### config.mk
export PLATFORM = sky130hd
export DESIGN_NAME = eight_zone_line_rasterizer_core
export DESIGN_NICKNAME = d
export VERILOG_FILES = /design/src/sv/ezlr_pkg.sv /design/src/sv/ezlr_fifo.sv /design/src/sv/ezlr_front.sv /design/src/sv/ezlr_back.sv /design/src/sv/eight_zone_line_rasterizer_core.sv
export SDC_FILE = /design/constraint.sdc
export NUM_CORES = 1
export LEC_CHECK = 0
export BUFFER_PORTS_ARGS = -buffer_cell sky130_fd_sc_hd__buf_2
export CORE_ASPECT_RATIO = 0.9
export CORE_MARGIN = 1
export CORE_UTILIZATION = 60
export DETAILED_ROUTE_END_ITERATION = 8
export PLACE_DENSITY_LB_ADDON = 0.3
export RECOVER_POWER = 100
export SLEW_MARGIN = 20
export SYNTH_ARGS = -nofsm -noshare
export SYNTH_HDL_FRONTEND = slang
export SYNTH_SLANG_ARGS = --single-unit
### constraint.sdc
create_clock -name clk_i -period 8.5 [get_ports clk_i]
set_input_delay 1.275 -clock clk_i [delete_from_list [all_inputs] [get_ports clk_i]]
set_output_delay 1.275 -clock clk_i [all_outputs]
set_load 0.02 [all_outputs]
### src/sv/ezlr_pkg.sv
// ----------------------------------------------------------------------------
// ezlr_pkg: shared types and zone helpers for the line rasterizer
// Holds the opcode encoding, the zone numbering used by the front classifier
// and the per-zone direction lookups used by the back stepper.
// ----------------------------------------------------------------------------
package ezlr_pkg;

  typedef enum logic {
    OP_START = 1'b0,
    OP_STEP  = 1'b1
  } opcode_e;

  typedef logic [2:0] octant_t;

  localparam octant_t ZONE_0 = 3'd0;
  localparam octant_t ZONE_1 = 3'd1;
  localparam octant_t ZONE_2 = 3'd2;
  localparam octant_t ZONE_3 = 3'd3;
  localparam octant_t ZONE_4 = 3'd4;
  localparam octant_t ZONE_5 = 3'd5;
  localparam octant_t ZONE_6 = 3'd6;
  localparam octant_t ZONE_7 = 3'd7;

  // Control part of one command passed from front to back
  typedef struct packed {
    logic    is_start;
    octant_t octant;
  } cmd_ctl_t;

  // Major axis is x in the shallow zones
  function automatic logic major_is_x(input octant_t oct);
    logic r;
    case (oct)
      ZONE_0, ZONE_3, ZONE_4, ZONE_7: r = 1'b1;
      default:                        r = 1'b0;
    endcase
    return r;
  endfunction

  // x steps downward in zones 2 to 5
  function automatic logic step_neg_x(input octant_t oct);
    logic r;
    case (oct)
      ZONE_2, ZONE_3, ZONE_4, ZONE_5: r = 1'b1;
      default:                        r = 1'b0;
    endcase
    return r;
  endfunction

  // y steps downward in zones 4 to 7
  function automatic logic step_neg_y(input octant_t oct);
    logic r;
    case (oct)
      ZONE_4, ZONE_5, ZONE_6, ZONE_7: r = 1'b1;
      default:                        r = 1'b0;
    endcase
    return r;
  endfunction

endpackage

### src/sv/ezlr_fifo.sv
// ----------------------------------------------------------------------------
// ezlr_fifo: small synchronous queue
// Register-array queue with a fill count; push and pop may happen in the
// same cycle. Callers never push when full nor pop when empty.
// ----------------------------------------------------------------------------
module ezlr_fifo #(
  parameter int WIDTH = 8,
  parameter int DEPTH = 2
) (
  input  logic             clk_i,
  input  logic             rst_ni,
  input  logic             push_i,
  input  logic [WIDTH-1:0] data_i,
  output logic             full_o,
  input  logic             pop_i,
  output logic [WIDTH-1:0] data_o,
  output logic             empty_o
);

  localparam int AW = (DEPTH > 1) ? $clog2(DEPTH) : 1;
  localparam int CW = $clog2(DEPTH + 1);
  localparam logic [AW-1:0] LAST_PTR = AW'(DEPTH - 1);
  localparam logic [CW-1:0] FULL_CNT = CW'(DEPTH);

  logic [WIDTH-1:0] mem_q [DEPTH];
  logic [AW-1:0]    wr_ptr_q, wr_ptr_d;
  logic [AW-1:0]    rd_ptr_q, rd_ptr_d;
  logic [CW-1:0]    count_q, count_d;

  assign full_o  = (count_q == FULL_CNT);
  assign empty_o = (count_q == '0);
  assign data_o  = mem_q[rd_ptr_q];

  // Advance pointers and count
  always_comb begin
    wr_ptr_d = wr_ptr_q;
    rd_ptr_d = rd_ptr_q;
    count_d  = count_q;
    if (push_i) begin
      wr_ptr_d = (wr_ptr_q == LAST_PTR) ? '0 : wr_ptr_q + 1'b1;
    end
    if (pop_i) begin
      rd_ptr_d = (rd_ptr_q == LAST_PTR) ? '0 : rd_ptr_q + 1'b1;
    end
    if (push_i && !pop_i) begin
      count_d = count_q + 1'b1;
    end else if (pop_i && !push_i) begin
      count_d = count_q - 1'b1;
    end
  end

  always_ff @(posedge clk_i or negedge rst_ni) begin
    if (!rst_ni) begin
      wr_ptr_q <= '0;
      rd_ptr_q <= '0;
      count_q  <= '0;
    end else begin
      wr_ptr_q <= wr_ptr_d;
      rd_ptr_q <= rd_ptr_d;
      count_q  <= count_d;
    end
  end

  // Store the pushed item
  always_ff @(posedge clk_i) begin
    if (push_i) begin
      mem_q[wr_ptr_q] <= data_i;
    end
  end

  assert property (@(posedge clk_i) disable iff (!rst_ni) push_i |-> (!full_o || pop_i))
    else $error("ezlr_fifo: push while full");
  assert property (@(posedge clk_i) disable iff (!rst_ni) pop_i |-> !empty_o)
    else $error("ezlr_fifo: pop while empty");
  assert property (@(posedge clk_i) disable iff (!rst_ni) count_q <= FULL_CNT)
    else $error("ezlr_fifo: count beyond depth");

endmodule

### src/sv/ezlr_front.sv
// ----------------------------------------------------------------------------
// ezlr_front: input stage and zone classifier
// Registers the incoming item, then classifies start items into a zone
// and the major and minor magnitudes before handing them to the queue.
// ----------------------------------------------------------------------------
module ezlr_front
  import ezlr_pkg::*;
#(
  parameter int COORD_BITS = 10
) (
  input  logic                  clk_i,
  input  logic                  rst_ni,
  input  logic                  in_valid_i,
  output logic                  in_ready_o,
  input  logic                  opcode_i,
  input  logic [COORD_BITS-1:0] start_x_i,
  input  logic [COORD_BITS-1:0] start_y_i,
  input  logic [COORD_BITS-1:0] end_x_i,
  input  logic [COORD_BITS-1:0] end_y_i,
  output logic                  cmd_push_o,
  input  logic                  cmd_full_i,
  output cmd_ctl_t              cmd_ctl_o,
  output logic [COORD_BITS-1:0] cmd_major_o,
  output logic [COORD_BITS-1:0] cmd_minor_o,
  output logic [COORD_BITS-1:0] cmd_x0_o,
  output logic [COORD_BITS-1:0] cmd_y0_o,
  output logic [COORD_BITS-1:0] cmd_x1_o,
  output logic [COORD_BITS-1:0] cmd_y1_o
);

  localparam int C = COORD_BITS;

  logic         valid_q;
  logic         opcode_q;
  logic [C-1:0] x0_q, y0_q, x1_q, y1_q;

  logic signed [C:0] dx, dy;
  logic [C:0]        dx_neg, dy_neg;
  logic [C-1:0]      ax, ay;
  logic              x_wide;
  octant_t           oct;

  assign cmd_push_o = valid_q && !cmd_full_i;
  assign in_ready_o = !valid_q || cmd_push_o;

  // Hold the item until the queue takes it
  always_ff @(posedge clk_i or negedge rst_ni) begin
    if (!rst_ni) begin
      valid_q <= 1'b0;
    end else if (in_ready_o) begin
      valid_q <= in_valid_i;
    end
  end

  always_ff @(posedge clk_i) begin
    if (in_ready_o && in_valid_i) begin
      opcode_q <= opcode_i;
      x0_q     <= start_x_i;
      y0_q     <= start_y_i;
      x1_q     <= end_x_i;
      y1_q     <= end_y_i;
    end
  end

  // Classify the zone from signed deltas
  always_comb begin
    dx     = $signed({x1_q[C-1], x1_q}) - $signed({x0_q[C-1], x0_q});
    dy     = $signed({y1_q[C-1], y1_q}) - $signed({y0_q[C-1], y0_q});
    dx_neg = -dx;
    dy_neg = -dy;
    ax     = dx[C] ? dx_neg[C-1:0] : dx[C-1:0];
    ay     = dy[C] ? dy_neg[C-1:0] : dy[C-1:0];
    x_wide = (ax >= ay);
    if (x_wide) begin
      if (!dx[C]) oct = dy[C] ? ZONE_7 : ZONE_0;
      else        oct = dy[C] ? ZONE_4 : ZONE_3;
    end else begin
      if (!dx[C]) oct = dy[C] ? ZONE_6 : ZONE_1;
      else        oct = dy[C] ? ZONE_5 : ZONE_2;
    end
  end

  assign cmd_ctl_o.is_start = (opcode_e'(opcode_q) == OP_START);
  assign cmd_ctl_o.octant   = oct;
  assign cmd_major_o        = x_wide ? ax : ay;
  assign cmd_minor_o        = x_wide ? ay : ax;
  assign cmd_x0_o           = x0_q;
  assign cmd_y0_o           = y0_q;
  assign cmd_x1_o           = x1_q;
  assign cmd_y1_o           = y1_q;

endmodule

### src/sv/ezlr_back.sv
// ----------------------------------------------------------------------------
// ezlr_back: line state and pixel stepper
// Loads the decision variable and increments on a start command and advances
// one pixel per step command while a line is active, in zone-0 mirrored form.
// ----------------------------------------------------------------------------
module ezlr_back
  import ezlr_pkg::*;
#(
  parameter int COORD_BITS = 10
) (
  input  logic                  clk_i,
  input  logic                  rst_ni,
  input  logic                  cmd_empty_i,
  output logic                  cmd_pop_o,
  input  cmd_ctl_t              cmd_ctl_i,
  input  logic [COORD_BITS-1:0] cmd_major_i,
  input  logic [COORD_BITS-1:0] cmd_minor_i,
  input  logic [COORD_BITS-1:0] cmd_x0_i,
  input  logic [COORD_BITS-1:0] cmd_y0_i,
  input  logic [COORD_BITS-1:0] cmd_x1_i,
  input  logic [COORD_BITS-1:0] cmd_y1_i,
  input  logic                  out_full_i,
  output logic                  out_push_o,
  output logic [COORD_BITS-1:0] pixel_x_o,
  output logic [COORD_BITS-1:0] pixel_y_o,
  output octant_t               octant_o,
  output logic                  last_o
);

  localparam int C = COORD_BITS;
  localparam int D = COORD_BITS + 4;

  logic [C-1:0] cur_x_q, cur_x_d, cur_y_q, cur_y_d;
  logic [C-1:0] tgt_x_q, tgt_y_q;
  logic [D-1:0] dec_q, dec_d, axi_q, dia_q;
  octant_t      oct_q;
  logic         active_q;

  logic         take, do_step;
  logic         mx, nx, ny;
  logic [C-1:0] x_adv, y_adv;
  logic         last;
  logic [D-1:0] u_ext, v2_ext;

  assign take      = !cmd_empty_i && !out_full_i;
  assign cmd_pop_o = take;
  assign do_step   = take && !cmd_ctl_i.is_start && active_q;

  // Step one pixel: axial move on negative decision, else diagonal
  always_comb begin
    mx      = major_is_x(oct_q);
    nx      = step_neg_x(oct_q);
    ny      = step_neg_y(oct_q);
    x_adv   = nx ? cur_x_q - 1'b1 : cur_x_q + 1'b1;
    y_adv   = ny ? cur_y_q - 1'b1 : cur_y_q + 1'b1;
    cur_x_d = cur_x_q;
    cur_y_d = cur_y_q;
    if (dec_q[D-1]) begin
      dec_d = dec_q + axi_q;
      if (mx) cur_x_d = x_adv;
      else    cur_y_d = y_adv;
    end else begin
      dec_d   = dec_q + dia_q;
      cur_x_d = x_adv;
      cur_y_d = y_adv;
    end
    last = mx ? (cur_x_d == tgt_x_q) : (cur_y_d == tgt_y_q);
  end

  assign u_ext  = D'(cmd_major_i);
  assign v2_ext = D'({cmd_minor_i, 1'b0});

  // Load a new line or advance the active one
  always_ff @(posedge clk_i or negedge rst_ni) begin
    if (!rst_ni) begin
      cur_x_q  <= '0;
      cur_y_q  <= '0;
      tgt_x_q  <= '0;
      tgt_y_q  <= '0;
      dec_q    <= '0;
      axi_q    <= '0;
      dia_q    <= '0;
      oct_q    <= ZONE_0;
      active_q <= 1'b0;
    end else if (take && cmd_ctl_i.is_start) begin
      cur_x_q  <= cmd_x0_i;
      cur_y_q  <= cmd_y0_i;
      tgt_x_q  <= cmd_x1_i;
      tgt_y_q  <= cmd_y1_i;
      dec_q    <= v2_ext - u_ext;
      axi_q    <= v2_ext;
      dia_q    <= v2_ext - (u_ext << 1);
      oct_q    <= cmd_ctl_i.octant;
      active_q <= (cmd_major_i != '0);
    end else if (do_step) begin
      cur_x_q <= cur_x_d;
      cur_y_q <= cur_y_d;
      dec_q   <= dec_d;
      if (last) begin
        active_q <= 1'b0;
      end
    end
  end

  assign out_push_o = do_step;
  assign pixel_x_o  = cur_x_d;
  assign pixel_y_o  = cur_y_d;
  assign octant_o   = oct_q;
  assign last_o     = last;

  assert property (@(posedge clk_i) disable iff (!rst_ni)
                   (do_step && last) |=> !active_q)
    else $error("ezlr_back: line still active after last pixel");
  assert property (@(posedge clk_i) disable iff (!rst_ni)
                   (take && cmd_ctl_i.is_start && cmd_major_i != '0) |=> active_q)
    else $error("ezlr_back: nonzero line failed to start");
  assert property (@(posedge clk_i) disable iff (!rst_ni)
                   out_push_o |-> (active_q && !out_full_i))
    else $error("ezlr_back: pixel pushed without active line or room");

endmodule

### src/sv/eight_zone_line_rasterizer_core.sv
// ----------------------------------------------------------------------------
// Path: a step item's pixel reaches the result ports through the input
// register, the command queue, and the stepper into the result queue.
// Throughput: one item per cycle unless a queue is full; a step is one decision
// add and one or two coordinate increments, with queues decoupling both sides.
// Reset: asynchronous, active low; clears queues and returns to no line.
// ----------------------------------------------------------------------------
// eight_zone_line_rasterizer_core: eight-zone midpoint line rasterizer
// Front classifies start items; back steps the line and emits pixels.
// ----------------------------------------------------------------------------
module eight_zone_line_rasterizer_core
  import ezlr_pkg::*;
#(
  parameter int COORD_BITS = 10
) (
  input  logic                  clk_i,
  input  logic                  rst_ni,
  input  logic                  push,
  output logic                  full,
  input  logic                  opcode_i,
  input  logic [COORD_BITS-1:0] start_x_i,
  input  logic [COORD_BITS-1:0] start_y_i,
  input  logic [COORD_BITS-1:0] end_x_i,
  input  logic [COORD_BITS-1:0] end_y_i,
  output logic                  empty,
  input  logic                  pop,
  output logic [COORD_BITS-1:0] pixel_x_o,
  output logic [COORD_BITS-1:0] pixel_y_o,
  output logic [2:0]            octant_o,
  output logic                  last_pixel_o
);

  localparam int C     = COORD_BITS;
  localparam int CTL_W = $bits(cmd_ctl_t);
  localparam int CMD_W = CTL_W + 6 * C;
  localparam int OUT_W = 2 * C + 4;

  logic         in_ready;
  logic         cmd_push, cmd_full, cmd_pop, cmd_empty;
  cmd_ctl_t     f_ctl, b_ctl;
  logic [C-1:0] f_major, f_minor, f_x0, f_y0, f_x1, f_y1;
  logic [C-1:0] b_major, b_minor, b_x0, b_y0, b_x1, b_y1;
  logic [CMD_W-1:0] cmd_wdata, cmd_rdata;

  logic         out_push, out_full, b_last;
  logic [C-1:0] b_px, b_py;
  octant_t      b_oct;
  logic [OUT_W-1:0] out_wdata, out_rdata;

  assign full = !in_ready;

  ezlr_front #(.COORD_BITS(C)) u_front (
    .clk_i       (clk_i),
    .rst_ni      (rst_ni),
    .in_valid_i  (push),
    .in_ready_o  (in_ready),
    .opcode_i    (opcode_i),
    .start_x_i   (start_x_i),
    .start_y_i   (start_y_i),
    .end_x_i     (end_x_i),
    .end_y_i     (end_y_i),
    .cmd_push_o  (cmd_push),
    .cmd_full_i  (cmd_full),
    .cmd_ctl_o   (f_ctl),
    .cmd_major_o (f_major),
    .cmd_minor_o (f_minor),
    .cmd_x0_o    (f_x0),
    .cmd_y0_o    (f_y0),
    .cmd_x1_o    (f_x1),
    .cmd_y1_o    (f_y1)
  );

  // Pack commands into the decoupling queue
  assign cmd_wdata = {f_ctl, f_major, f_minor, f_x0, f_y0, f_x1, f_y1};
  assign {b_ctl, b_major, b_minor, b_x0, b_y0, b_x1, b_y1} = cmd_rdata;

  ezlr_fifo #(.WIDTH(CMD_W), .DEPTH(2)) u_cmd_q (
    .clk_i   (clk_i),
    .rst_ni  (rst_ni),
    .push_i  (cmd_push),
    .data_i  (cmd_wdata),
    .full_o  (cmd_full),
    .pop_i   (cmd_pop),
    .data_o  (cmd_rdata),
    .empty_o (cmd_empty)
  );

  ezlr_back #(.COORD_BITS(C)) u_back (
    .clk_i       (clk_i),
    .rst_ni      (rst_ni),
    .cmd_empty_i (cmd_empty),
    .cmd_pop_o   (cmd_pop),
    .cmd_ctl_i   (b_ctl),
    .cmd_major_i (b_major),
    .cmd_minor_i (b_minor),
    .cmd_x0_i    (b_x0),
    .cmd_y0_i    (b_y0),
    .cmd_x1_i    (b_x1),
    .cmd_y1_i    (b_y1),
    .out_full_i  (out_full),
    .out_push_o  (out_push),
    .pixel_x_o   (b_px),
    .pixel_y_o   (b_py),
    .octant_o    (b_oct),
    .last_o      (b_last)
  );

  // Queue results toward the consumer
  assign out_wdata = {b_px, b_py, b_oct, b_last};
  assign {pixel_x_o, pixel_y_o, octant_o, last_pixel_o} = out_rdata;

  ezlr_fifo #(.WIDTH(OUT_W), .DEPTH(2)) u_out_q (
    .clk_i   (clk_i),
    .rst_ni  (rst_ni),
    .push_i  (out_push),
    .data_i  (out_wdata),
    .full_o  (out_full),
    .pop_i   (pop && !empty),
    .data_o  (out_rdata),
    .empty_o (empty)
  );

endmodule

### Word-level counts from Yosys, hierarchy flattened

Memories as Yosys holds them, arrays and structs flattened.
Cells that the tools add are included.

| operators by class | value |
|---|---|
| add/subtract/negate cells | 20 |
| $mul | 0 |
| divide/modulo/power cells | 0 |
| order comparisons | 1 |
| equal/unequal tests | 10 |
| shifts and indexed selects | 0 |
| multiplexer cells | 43 |
| bitwise gates (word level) | 1 |
| reduce and logical (&&, ||, !) cells | 35 |

Operators by type and width:

| cell | number |
|---|---|
| $mux 10 | 14 |
| $mux 14 | 3 |
| $sub 10x10->11 | 2 |
| $mux 3 | 7 |
| $add 10x1->10 const B | 2 |
| $eq 10x10->1 | 2 |
| $neg 10->10 | 2 |
| $sub 10x1->10 const B | 2 |
| $mux 1 | 15 |
| $add 14x11->14 | 1 |
| $add 14x14->14 | 1 |
| $eq 3x3->1 const B | 4 |
| $reduce_or 4->1 | 3 |
| $sub 11x10->12 | 1 |
| $sub 11x11->12 | 1 |
| $logic_and 1x1->1 | 11 |
| $logic_not 1->1 | 11 |
| $ge 10x10->1 | 1 |
| $reduce_bool 10->1 | 1 |
| $mux 2 | 4 |
| $reduce_bool 2->1 | 4 |
| $eq 3x2->1 const B | 2 |
| $add 1x1->1 const B | 4 |
| $add 2x1->2 const B | 2 |
| other kinds (7) | 10 |

| storage, ports and cells | value |
|---|---|
| register bits | 132 |
| bits in latches | 0 |
| RAM bits | 176 |
| memory bits (read-only) | 0 |
| input port bits | 45 |
| output and inout bits | 26 |
| logic and storage cells | 133 |
| memories kept | 2 |

Memory list:

| memory | depth | bits a word | rd ports | clocked after Yosys merged registers in | write ports | RTL line | RTL |
|---|---|---|---|---|---|---|---|
| u_cmd_q.mem_q | 2 | 64 | 1 | 0 | 1 | ezlr_fifo.sv:25 | `logic [WIDTH-1:0] mem_q [DEPTH];` |
| u_out_q.mem_q | 2 | 24 | 1 | 0 | 1 | ezlr_fifo.sv:25 |  |

### Longest topological paths before layout

Gate-level depths: netlist (run 1).

| logic depth | value |
|---|---|
| depth after elaboration | 11 |
| mapped depth | 21 |
| mapped depth without buffers | 19 |

### Hierarchy

From an unflattened synthesis (run 1), not the netlist that was laid out.

| unflattened totals | value |
|---|---|
| cells, all modules | 1,369 |
| area, all modules | 16,385.7 um^2 |

By module, submodules not included:

| module | times used | cells each | area an instance (um^2) | sequential area each (um^2) |
|---|---|---|---|---|
| ezlr_back | 1 | 768 | 6,279.8 | 1,951.9 |
| ezlr_fifo at u_cmd_q | 1 | 215 | 5,011.1 | 3,943.8 |
| ezlr_front | 1 | 293 | 3,056.7 | 1,256.2 |
| ezlr_fifo at u_out_q | 1 | 91 | 2,020.7 | 1,541.5 |
| eight_zone_line_rasterizer_core | 1 | 2 | 17.5 | 0.0 |

### Worst setup path after synthesis (run 1)

No wires, ideal clock.

| timing path | value |
|---|---|
| path type | reg-to-reg |
| start point | reg u_front.y1_q[0] (netlist: u_front.cmd_y1_o[0]) |
| end point | mem u_cmd_q.mem_q[0][60] in the netlist's numbering (data pin) |
| setup time | 0.283 ns |
| arrival time | 4.043 ns |
| required time | 8.217 ns |
| path slack | 4.174 ns |
| stages on the path, launching flop included | 22 |
| buffers on the path | 2 |
| clock period less this slack | 4.326 ns |
| cells stage by stage | edfxtp_1 inv_1 ha_1 inv_1 fa_1 a211oi_1 nor2_1 o31a_1 o2111a_1 a21oi_1 buf_4 nor2_1 a21oi_1 ha_1 a21o_1 a21o_1 a211oi_1 o21bai_1 a31oi_1 o21ai_1 buf_1 xnor2_1 |

RTL lines:

| what | RTL line | RTL |
|---|---|---|
| start, declared | ezlr_front.sv:35 | `logic [C-1:0] x0_q, y0_q, x1_q, y1_q;` |
| start signal, assigned | ezlr_front.sv:61 | `y1_q <= end_y_i;` |
| end, declared | ezlr_fifo.sv:25 |  |

### Worst setup path in the final report (run 1)

| timing path | value |
|---|---|
| start point | reg u_cmd_q.rd_ptr_q |
| end point | reg u_back.dia_q[12] |

| between the ends | value |
|---|---|
| word-level cells in the longest chain between the ends | 2 |
| elaborated cells between the ends (all ways) | 3 |
| classes of those cells | 1 x add/sub; 1 x reduce/logical; 1 x memory |

RTL lines:

| what | RTL line | RTL |
|---|---|---|
| start, declared | ezlr_fifo.sv:27 | `logic [AW-1:0] rd_ptr_q, rd_ptr_d;` |
| start signal, assigned | ezlr_fifo.sv:59 | `rd_ptr_q <= rd_ptr_d;` |
| $mem_v2 2x64 (*) | -- |  |
| $sub 11x11->12 / $logic_and 1x1->1 (equally long branches) | ezlr_back.sv:92, ezlr_back.sv:85 |  |
| end signal, assigned | ezlr_back.sv:92 | `dia_q <= v2_ext - (u_ext << 1);` |
| end, declared | ezlr_back.sv:35 | `logic [D-1:0] dec_q, dec_d, axi_q, dia_q;` |

Mark *: on every way between the ends. The rest lies on a longest branch, timed or not.
A chain may end at the register's enable or synchronous reset.

==> results of run 1 <==
## layout by cell type (no fill, tap or decap), drive strengths merged, types with 8 or more instances in the layout
master  netlist  layout
o22ai         9       9
nor2b        19      19
nor3         28      28
nand3        11      11
nand2b       10      10
a211oi       12      12
o31ai        14      14
a21o         18      18
buf          14      44
nand2       113     113
o21a         19      19
o21ai        76      76
inv          69      70
dfrtp        87      87
ha           85      85
nor3b         8       8
mux2         44      44
xor2         40      40
clkbuf       26      72
clkinv        1      16
a221o        10      10
a21oi        41      41
xnor2        40      40
mux2i        79      79
edfxtp      217     217
nor2         78      78
## path summary, 6_finish.rpt
kind,start,slack (ns),end
max,u_cmd_q.rd_ptr_q,2.26,u_back.dia_q[12]
min,u_front.cmd_y0_o[3],0.47,u_cmd_q.mem_q[1][23]
max reg2reg,u_cmd_q.rd_ptr_q,2.26,u_back.dia_q[12]
min reg2reg,u_front.cmd_y0_o[3],0.47,u_cmd_q.mem_q[1][23]
max in group asynchronous,rst_ni,6.04,u_cmd_q.rd_ptr_q
min in group asynchronous,rst_ni,0.85,u_back.axi_q[6]
## cells by family after synthesis
group	after synthesis	share of synthesized area [%]
buf+inv	110	2.69
flops	304	55.7
xor+xnor	82	4.83
fa+ha+maj	92	7.71
mux	123	8.27
compound gates	257	11.4
simple gates	309	9.38
## metal layers
| layer | GRT usage (%) | vias to the layer above |
|---|---|---|
| li1 | - | 4863 |
| met5 | 0 | - |
| met2 | 39.6 | 316 |
| met1 | 36.2 | 4963 |
| met4 | 7.96 | 0 |
| met3 | 4.22 | 55 |
## flip-flops by register name (all words and copies together), names as in the netlist, 2 cells and up
| name | count |
|---|---|
| u_back.tgt_y_q | 10 |
| u_back.cur_y_q | 10 |
| u_front.cmd_x0_o | 10 |
| u_back.axi_q | 10 |
| u_cmd_q.count_q | 2 |
| u_cmd_q.mem_q | 128 |
| u_out_q.count_q | 2 |
| u_back.cur_x_q | 10 |
| u_out_q.mem_q | 48 |
| u_front.cmd_y1_o | 10 |
| u_front.cmd_x1_o | 10 |
| u_back.tgt_x_q | 10 |
| u_front.cmd_y0_o | 10 |
| u_back.octant_o | 3 |
| u_back.dec_q | 13 |
| u_back.dia_q | 11 |
## metrics by stage
step / utilization [%] / instances / cell area, um2 / hold slack, ns
after CTS: 68.5 / 1716 / 17300 / 0.471
after global placement: 64.6 / 1662 / 16400 / 0.450
final: 68.1 / 1716 / 17200 / 0.470
after floorplan: - / 1277 / 15600 / 0.440
after detailed placement: 64.6 / 1662 / 16400 / 0.457
after global routing: 68.1 / 1716 / 17200 / 0.481
## cell type report
type	instances	area (um2)	share of cell area (%)
tap	342	428	2.48
clock buffer	33	783	4.54
sequential	304	8700	50.4
timing repair buffer	83	377	2.18
multi-input combinational	863	6480	37.6
inverter	70	263	1.52
clock inverter	21	210	1.22
==> impl_metrics.csv, run 1 <==
group,metric,value,unit
critical_path,rr_worst_depth,11,
hold_path,whs_path_depth,0,
global_route,grt_pass1_wl,51.8,mm
critical_path,worstPathArrival,6.68,ns
synthesis,yosysMostFrequentCell,"edfxtp_1",
synthesis,ys.flop_type,"edfxtp_1",
global_route,grt_remaining_overflow,0,
route,initialDrtViolationCount,764,
route,routed.top_layer,"met4",
route,route.met3.wl,2.02,mm
route,routed_wl,33.0,mm
clock_tree,ctsRootBufferMaster,"clkbuf_16",
route,dr_wl_met2,15.2,mm
synthesis,ys_seq_elements,304,
timing,worst_pin_slew,3.91,ns
critical_path,worstSetupPathDepth,11,
place,dp_slack,3.89,ns
layout,fin_nets,1489,
timing,fmax,160,MHz
synthesis,synthTopCellsByCount,"edfxtp_1, nand2_1, dfrtp_1, ha_1",
critical_path,worst-path-buf-inv,1,
timing,finalSetupViolCount,0,
route,routedWlPerCell,19.2,um
synthesis,async_flop_share,28.6,%
synthesis,synth_edf_count,217,
synthesis,synth_area_per_cell,12.2,um2
critical_path,crit_fanout,53,
critical_path,worst_setup_path_start_kind,"register",
die,die_area,26700,um2
critical_path,crit_chain,"clkbuf_1, mux2i_1, ha_1, nor2b_1, o21ai_0, a21boi_0, o21ai_0, a21boi_0, o21a_1, o21a_1, o41ai_1",
timing,max_slew_margin,-161,%
die,pin_count,71,
synthesis,yosysTopAreaCellShare,41.8,%
route,first_pass_iters,5,
hold_path,min_path_type,"register to register",
place,gp_congestion,0.853,
layout,layout-drive-gt1-share,10.6,%
synthesis,synth_cells,1277,
run_status,outcome,"complete, but fails checks",
clock_tree,cts_buffers,30,
route,vias,10200,
timing,setup_slack,2.26,ns
synthesis,synthTopCellsByArea,"edfxtp_1, dfrtp_1, ha_1, mux2i_1, mux2_2",
layout,fillers,1915,
global_route,grt_pass1_vias,9889,
global_route,grt_max_degree,72,
timing,finalCriticalPeriod,6.24,ns
synthesis,yosysUniqueCellTypes,79,
global_route,grt.total_usage,25.3,%
timing,period_share,73.4,%
timing,final.setup_skew,0.00921,ns
route,viasPerCell,5.94,
critical_path,required,8.94,ns
timing,grt_setup_unrepaired,"false",
die,fp.dieW,172,um
die,num_rows,55,
synthesis,ys_seq_area_share,55.7,%
route,drtAntennaViolNets,0,
layout,area_growth,10.5,%
die,core_area,25300,um2
critical_path,max_stage_delay,2.67,ns
clock_tree,cts_repair_resize_count,0,
clock_tree,clkLatencyLatePin,0.56,ns
clock_tree,clockBufferDepth,3,
place,hpwl,23.0,mm
synthesis,synth_top_cell_by_area,"edfxtp_1",
clock_tree,postCtsSetupBuffers,0,
clock_tree,h-tree-depth,1,
layout,antenna_cells,0,
timing,finalMaxSlewViolations,364,
run_status,violations,"max-capacitance violations, max-slew violations",
critical_path,end_kind,"register",
die,die_y,155,um
clock_tree,hold_buffers,0,
die,start_util,61.6,%
clock_tree,clkTransAtPathRegs,0.06,ns
global_route,grt_antenna_before_repair,1,
clock_tree,tritoncts,"yes",
route,drt-met1-wl,15.0,mm
timing,finalSetupTns,0,ns
synthesis,syn-num-nets,1414,
synthesis,synth_warnings,0,
critical_path,crit_type,"register to register",
critical_path,critPathTopFamily,"buffers and inverters",
critical_path,crit_slowest_cell,"clkbuf_1",
run,max_cap_violations,7,
place,port_buffers,70,
synthesis,syn_area,15600,um2
clock_tree,clkSinkCount,304,
route,route.detailed.drc,0,
timing,hold_violations,0,
Power of run 1 is left out: the tool's default activity adds up to more than one toggle a clock period on the data nets, which glitch-free logic cannot reach.
==> inputs of run 2 (changes only) <==
--- a/config.mk
+++ b/config.mk
@@ -5,10 +5,11 @@
 export SDC_FILE = /design/constraint.sdc
 export NUM_CORES = 1
 export LEC_CHECK = 0
+export ABC_AREA = 1
 export BUFFER_PORTS_ARGS = -buffer_cell sky130_fd_sc_hd__buf_2
 export CORE_ASPECT_RATIO = 0.9
 export CORE_MARGIN = 1
-export CORE_UTILIZATION = 60
+export CORE_UTILIZATION = 56
 export DETAILED_ROUTE_END_ITERATION = 8
 export PLACE_DENSITY_LB_ADDON = 0.3
 export RECOVER_POWER = 100
==> constraint.sdc (replaced) <==
create_clock -name clk_i -period 5.5 [get_ports clk_i]
set_input_delay 0.825 -clock clk_i [delete_from_list [all_inputs] [get_ports clk_i]]
set_output_delay 0.825 -clock clk_i [all_outputs]
set_load 0.02 [all_outputs]
==> run 2 against run 1 <==
Compared with the run above: the run still ends with max-capacitance violations, max-slew violations left; clock-buffer cell count rose by 17; clock skew rose by 0.014 ns; wire length rose by 13%.
==> impl_metrics.csv, run 2 <==
group,metric,value,unit
run_status,outcome,"complete, but fails checks",
run_status,violations,"max-capacitance violations, max-slew violations",
synthesis,syn_area,16100,um2
layout,area_growth,10.6,%
layout,fin_nets,1919,
die,start_util,57.3,%
route,route.detailed.drc,0,
die,die_y,163,um
global_route,grt.total_usage,25.7,%
clock_tree,clockBufferDepth,3,
synthesis,synthTopCellsByArea,"edfxtp_1, dfrtp_1, nand2_1, ha_1, inv_1",
critical_path,worstPathArrival,4.77,ns
route,routed_wl,37.1,mm
route,initialDrtViolationCount,943,
die,num_rows,58,
route,first_pass_iters,5,
clock_tree,h-tree-depth,2,
route,drtAntennaViolNets,0,
place,hpwl,26.9,mm
synthesis,synthTopCellsByCount,"nand2_1, edfxtp_1, inv_1, nor2_1, dfrtp_1",
clock_tree,postCtsSetupBuffers,0,
critical_path,worst_setup_path_start_kind,"register",
timing,grt_setup_unrepaired,"false",
place,gp_congestion,0.956,
timing,worst_pin_slew,2.64,ns
synthesis,yosysUniqueCellTypes,53,
clock_tree,hold_buffers,0,
layout,layout_commonest_cell,"nand2_1",
synthesis,ys_seq_area_share,54.0,%
hold_path,min_path_type,"register to register",
clock_tree,clkSinkCount,304,
timing,finalSetupViolCount,0,
layout,reg_top3,"u_cmd_q.mem_q: 128 flops, u_out_q.mem_q: 48 flops, u_back.dec_q: 13 flops",
synthesis,synth_edf_count,217,
critical_path,crit_type,"register to register",
route,routedWlPerCell,17.1,um
synthesis,yosysMostFrequentCell,"nand2_1",
timing,period_share,82.7,%
global_route,grt_pass1_wl,58.8,mm
timing,finalCriticalPeriod,4.55,ns
synthesis,ys_seq_elements,304,
critical_path,required,5.72,ns
timing,finalMaxSlewViolations,299,
synthesis,synth_cells,1710,
layout,largest_reg_flops,128,
clock_tree,tritoncts,"yes",
synthesis,synth_area_per_cell,9.41,um2
global_route,grt_remaining_overflow,0,
synthesis,synth_top_cell_by_area,"edfxtp_1",
clock_tree,clkLatencyLatePin,0.53,ns
timing,finalSetupTns,0,ns
die,pin_count,71,
place,port_buffers,70,
timing,fmax,220,MHz
clock_tree,clkTransAtPathRegs,0.06,ns
layout,fin_util,63.4,%
critical_path,crit_fanout,21,
timing,final.setup_skew,0.0232,ns
synthesis,syn-num-nets,1847,
timing,hold_violations,0,
die,core_area,28100,um2
run,max_cap_violations,8,
critical_path,end_kind,"register",
layout,layout_common_cells,"nand2_1, edfxtp_1, inv_1",
timing,max_slew_margin,-76.0,%
synthesis,ys.flop_type,"edfxtp_1",
clock_tree,ctsRootBufferMaster,"clkbuf_16",
global_route,grt_pass1_vias,11100,
clock_tree,cts_buffers,34,
die,die_area,29400,um2
die,fp.dieW,181,um
synthesis,yosysTopAreaCellShare,40.5,%
place,postPlaceCellArea,16800,um2
global_route,grt_max_degree,98,
layout,layout-drive-gt1-share,8.02,%
layout,antenna_cells,0,
clock_tree,cts_repair_resize_count,0,
synthesis,async_flop_share,28.6,%
layout,regMostFlops,"u_cmd_q.mem_q",
synthesis,synth_warnings,0,
route,viasPerCell,5.54,
global_route,grt_antenna_before_repair,0,
route,vias,12000,
layout,postLayoutCellArea,17800,um2
[run 2: changes by cell type after synthesis, sizes merged, moves of 21 or more]
cell,before,now
nor2,78,108
inv,69,208
nand3,11,62
a31oi,7,32
or2,4,25
nand2,113,511
mux2,44,0
mux2i,79,8
a21oi,41,70
[run 2: kinds of logic after synthesis]
| family | Yosys count | synth area share, % |
|---|---|---|
| AO/OA/AOI/OAI | 253 | 9.48 |
| XOR/XNOR | 52 | 3.24 |
| adder cells (fa/ha/maj) | 92 | 7.48 |
| buffers and inverters | 256 | 6.13 |
| flip-flops | 304 | 54.0 |
| multiplexers | 8 | 0.498 |
| AND/OR/NAND/NOR | 745 | 19.2 |
[run 2: layout make-up]
| class | instances | area [um2] |
|---|---|---|
| Inverter | 210 | 788 |
| Sequential cell | 304 | 8690 |
| Fill cell | 2269 | 10300 |
| Clock inverter | 12 | 108 |
| Multi-Input combinational cell | 1150 | 6400 |
| Timing Repair Buffer | 82 | 373 |
| Tap cell | 360 | 450 |
| Clock buffer | 50 | 982 |
[run 2: per-layer routing]
layer / vias to the layer above / routed length [um] / global-route usage (%) / part of all wire (%)
met3: 49 / 2600 / 3.53 / 7.0
met5: - / 0 / 0 / 0
met1: 5671 / 17200 / 38.0 / 46
met4: 0 / 608 / 6.10 / 1.6
li1: 5887 / - / - / -
met2: 408 / 16700 / 40.5 / 45
[run 2: final timing paths]
kind | slack (ns) | start | endpoint | cells past startpoint
min in group asynchronous | 1.11 | rst_ni | u_cmd_q.wr_ptr_q | 1
worst max-delay path | 0.95 | u_front.cmd_y1_o[0] | u_cmd_q.mem_q[0][54] | 20
worst min register to register | 0.47 | u_front.cmd_y0_o[2] | u_cmd_q.mem_q[0][22] | 0
max in group asynchronous | 2.01 | rst_ni | u_back.cur_y_q[3] | 2
worst min-delay path | 0.47 | u_front.cmd_y0_o[2] | u_cmd_q.mem_q[0][22] | 0
worst max register to register | 0.95 | u_front.cmd_y1_o[0] | u_cmd_q.mem_q[0][54] | 20
[run 2: worst max-delay path, stage by stage (launching register included)]
cell and delay, ns:
edfxtp_1 0.42, inv_1 0.08, ha_1 0.16, inv_1 0.08, fa_1 0.41, nand3_1 0.09
nand2_1 0.11, nand4_1 0.10, nand2_1 0.07, nand2_1 0.08, a22o_1 0.46, nand2_1 0.13
xnor2_1 0.34, ha_1 0.32, a21oi_1 0.15, o21ai_0 0.10, a21oi_1 0.14, nand3_1 0.10
buf_4 0.21, inv_1 0.46, o21ai_0 0.24
[run 2: metrics by stage]
stage               hold WS, ns  std cells  setup slack (ns)
detailed placement        0.457       2106             0.986
finish                    0.470       2168             0.950
global placement          0.453       2105              1.16
floorplan                 0.445       1710              1.57
global route              0.452       2168             0.549
CTS                       0.331       2168             0.977
Power of run 2 is left out for the same reason.
==> inputs of run 3 (changes only) <==
--- a/config.mk
+++ b/config.mk
@@ -5,7 +5,7 @@
 export SDC_FILE = /design/constraint.sdc
 export NUM_CORES = 1
 export LEC_CHECK = 0
-export ABC_AREA = 1
+export ABC_AREA = 0
 export BUFFER_PORTS_ARGS = -buffer_cell sky130_fd_sc_hd__buf_2
 export CORE_ASPECT_RATIO = 0.9
 export CORE_MARGIN = 1
==> constraint.sdc (replaced) <==
create_clock -name clk_i -period 3.7 [get_ports clk_i]
set_input_delay 0.555 -clock clk_i [delete_from_list [all_inputs] [get_ports clk_i]]
set_output_delay 0.555 -clock clk_i [all_outputs]
set_load 0.02 [all_outputs]
==> run 3 against run 2 <==
Compared with the run above: the flow finishes with violations (max-capacitance violations, max-slew violations, negative setup slack); clock-buffer cell count shrank 7; cell area grew 3.7%; worst setup slack lost 1.3 ns; critical path type unchanged; utilization grew 4.5 points; highest routed layer unchanged; via count shrank 13%; critical endpoint is now u_cmd_q.mem_q[0][47].
==> impl_metrics.csv, run 3 (same netlist as run 1, synthesis figures left out) <==
group,metric,value,unit
global_route,grt_max_degree,60,
place,hpwl,24.5,mm
critical_path,required,3.99,ns
global_route,grt_pass1_wl,53.4,mm
global_route,grt.total_usage,24.1,%
route,routedWlPerCell,18.6,um
place,port_buffers,70,
critical_path,worst_setup_path_start_kind,"register",
clock_tree,cts_buffers,31,
layout,reg_top3,"u_cmd_q.mem_q: 128 flops, u_out_q.mem_q: 48 flops, u_back.dec_q: 13 flops",
layout,area_growth,18.2,%
critical_path,crit_slowest_cell,"edfxtp_1",
run,max_cap_violations,1,
clock_tree,clkLatencyLatePin,0.56,ns
layout,seq_area,8700,um2
clock_tree,ctsRootBufferMaster,"clkbuf_16",
timing,final.setup_skew,0.0170,ns
critical_path,crit_type,"register to register",
layout,fin_util,67.9,%
clock_tree,clkTransAtPathRegs,0.06,ns
die,num_rows,57,
route,initialDrtViolationCount,799,
route,drtAntennaViolNets,0,
clock_tree,h-tree-depth,1,
place,gp_congestion,0.856,
clock_tree,tritoncts,"yes",
clock_tree,clockBufferDepth,3,
layout,layout-drive-gt1-share,23.1,%
die,die_area,28500,um2
layout,layout_commonest_cell,"edfxtp_1",
timing,finalCriticalPeriod,4.05,ns
clock_tree,clkSinkCount,304,
route,first_pass_iters,5,
critical_path,worstPathArrival,4.33,ns
die,start_util,57.4,%
die,core_area,27200,um2
layout,largest_reg_flops,128,
global_route,grt_antenna_before_repair,2,
route,vias,10500,
timing,max_slew_margin,-77.3,%
critical_path,end_kind,"register",
route,viasPerCell,5.70,
layout,multiInputGateArea,6750,um2
run_status,outcome,"complete, but fails checks",
timing,fmax,247,MHz
hold_path,min_path_type,"primary input to register",
timing,hold_violations,0,
timing,worst_pin_slew,2.66,ns
critical_path,crit_fanout,21,
route,routed_wl,34.2,mm
critical_path,crit_chain,"inv_2, ha_4, inv_2, fa_2, a211oi_2, nor2_1, o31a_1, o2111a_1, a21oi_4, nor2_2, a21oi_2, ha_1, a21o_1, a21o_1, a211oi_2, o21bai_1, a31oi_1, o21ai_2, buf_12, mux2i_2",
timing,holdWs,0.176,ns
global_route,grt_pass1_vias,10200,
layout,antenna_cells,0,
timing,period_share,109,%
layout,fin_nets,1602,
timing,setup_slack,-0.346,ns
place,dp_slack,-0.332,ns
layout,regMostFlops,"u_cmd_q.mem_q",
timing,finalSetupTns,-13.41,ns
timing,finalMaxSlewViolations,45,
route,route.detailed.drc,0,
critical_path,max_stage_delay,0.42,ns
layout,layout_common_cells,"edfxtp_1, nand2_1, buf_4",
critical_path,worst-path-buf-inv,3,
timing,grt_setup_unrepaired,"true",
die,fp.dieW,178,um
global_route,grt_remaining_overflow,0,
critical_path,critPathTopFamily,"compound AO/OA/AOI/OAI gates",
timing,finalSetupViolCount,42,
die,pin_count,71,
layout,fillers,1959,
run_status,violations,"max-capacitance violations, max-slew violations, negative setup slack",
die,die_y,160,um
run 3: per-layer routing:
| layer | up-vias | global-route usage, % | wire [um] |
|---|---|---|---|
| li1 | 5083 | - | - |
| met4 | 0 | 6.37 | 837 |
| met2 | 272 | 37.5 | 15500 |
| met1 | 5087 | 35.6 | 16000 |
| met3 | 61 | 3.13 | 1810 |
| met5 | - | 0 | 0 |
run 3: final timing paths:
path,slack [ns],depth (start not counted),endpoint,from
min,0.18,1,u_front.cmd_y1_o[9],end_y_i[9]
max in group asynchronous,0.99,1,u_cmd_q.rd_ptr_q,rst_ni
min in group asynchronous,0.84,1,u_back.dec_q[4],rst_ni
max,-0.35,20,u_cmd_q.mem_q[0][47],u_front.cmd_y1_o[0]
min reg2reg,0.47,2,u_back.axi_q[9],u_back.axi_q[9]
max reg2reg,-0.35,20,u_cmd_q.mem_q[0][47],u_front.cmd_y1_o[0]
run 3: stage by stage:
step	cell area, um2	instances
2_1_floorplan	15600	1277
3_3_place_gp	17200	1781
3_5_place_dp	17200	1781
4_1_cts	18200	1838
5_1_grt	18400	1842
6_report	18400	1842
run 3: area by class of cell:
cell class                      count  share of cell area [%]
Inverter                           70                    1.44
Multi-Input combinational cell    863                    36.6
Timing Repair Buffer              195                    7.10
Sequential cell                   304                    47.2
Clock buffer                       43                    4.61
Clock inverter                     13                   0.672
Tap cell                          354                    2.40
run 3: what timing repair did:
action / in CTS / in global routing
gates resized for setup: 5 / 42
pin swaps: 1 / 10
hold buffers: 0 / 0
setup buffers: 1 / 4
hold endpoints to repair: 0 / 0
setup endpoints to repair: 45 / 53
Power of run 3 is left out for the same reason.
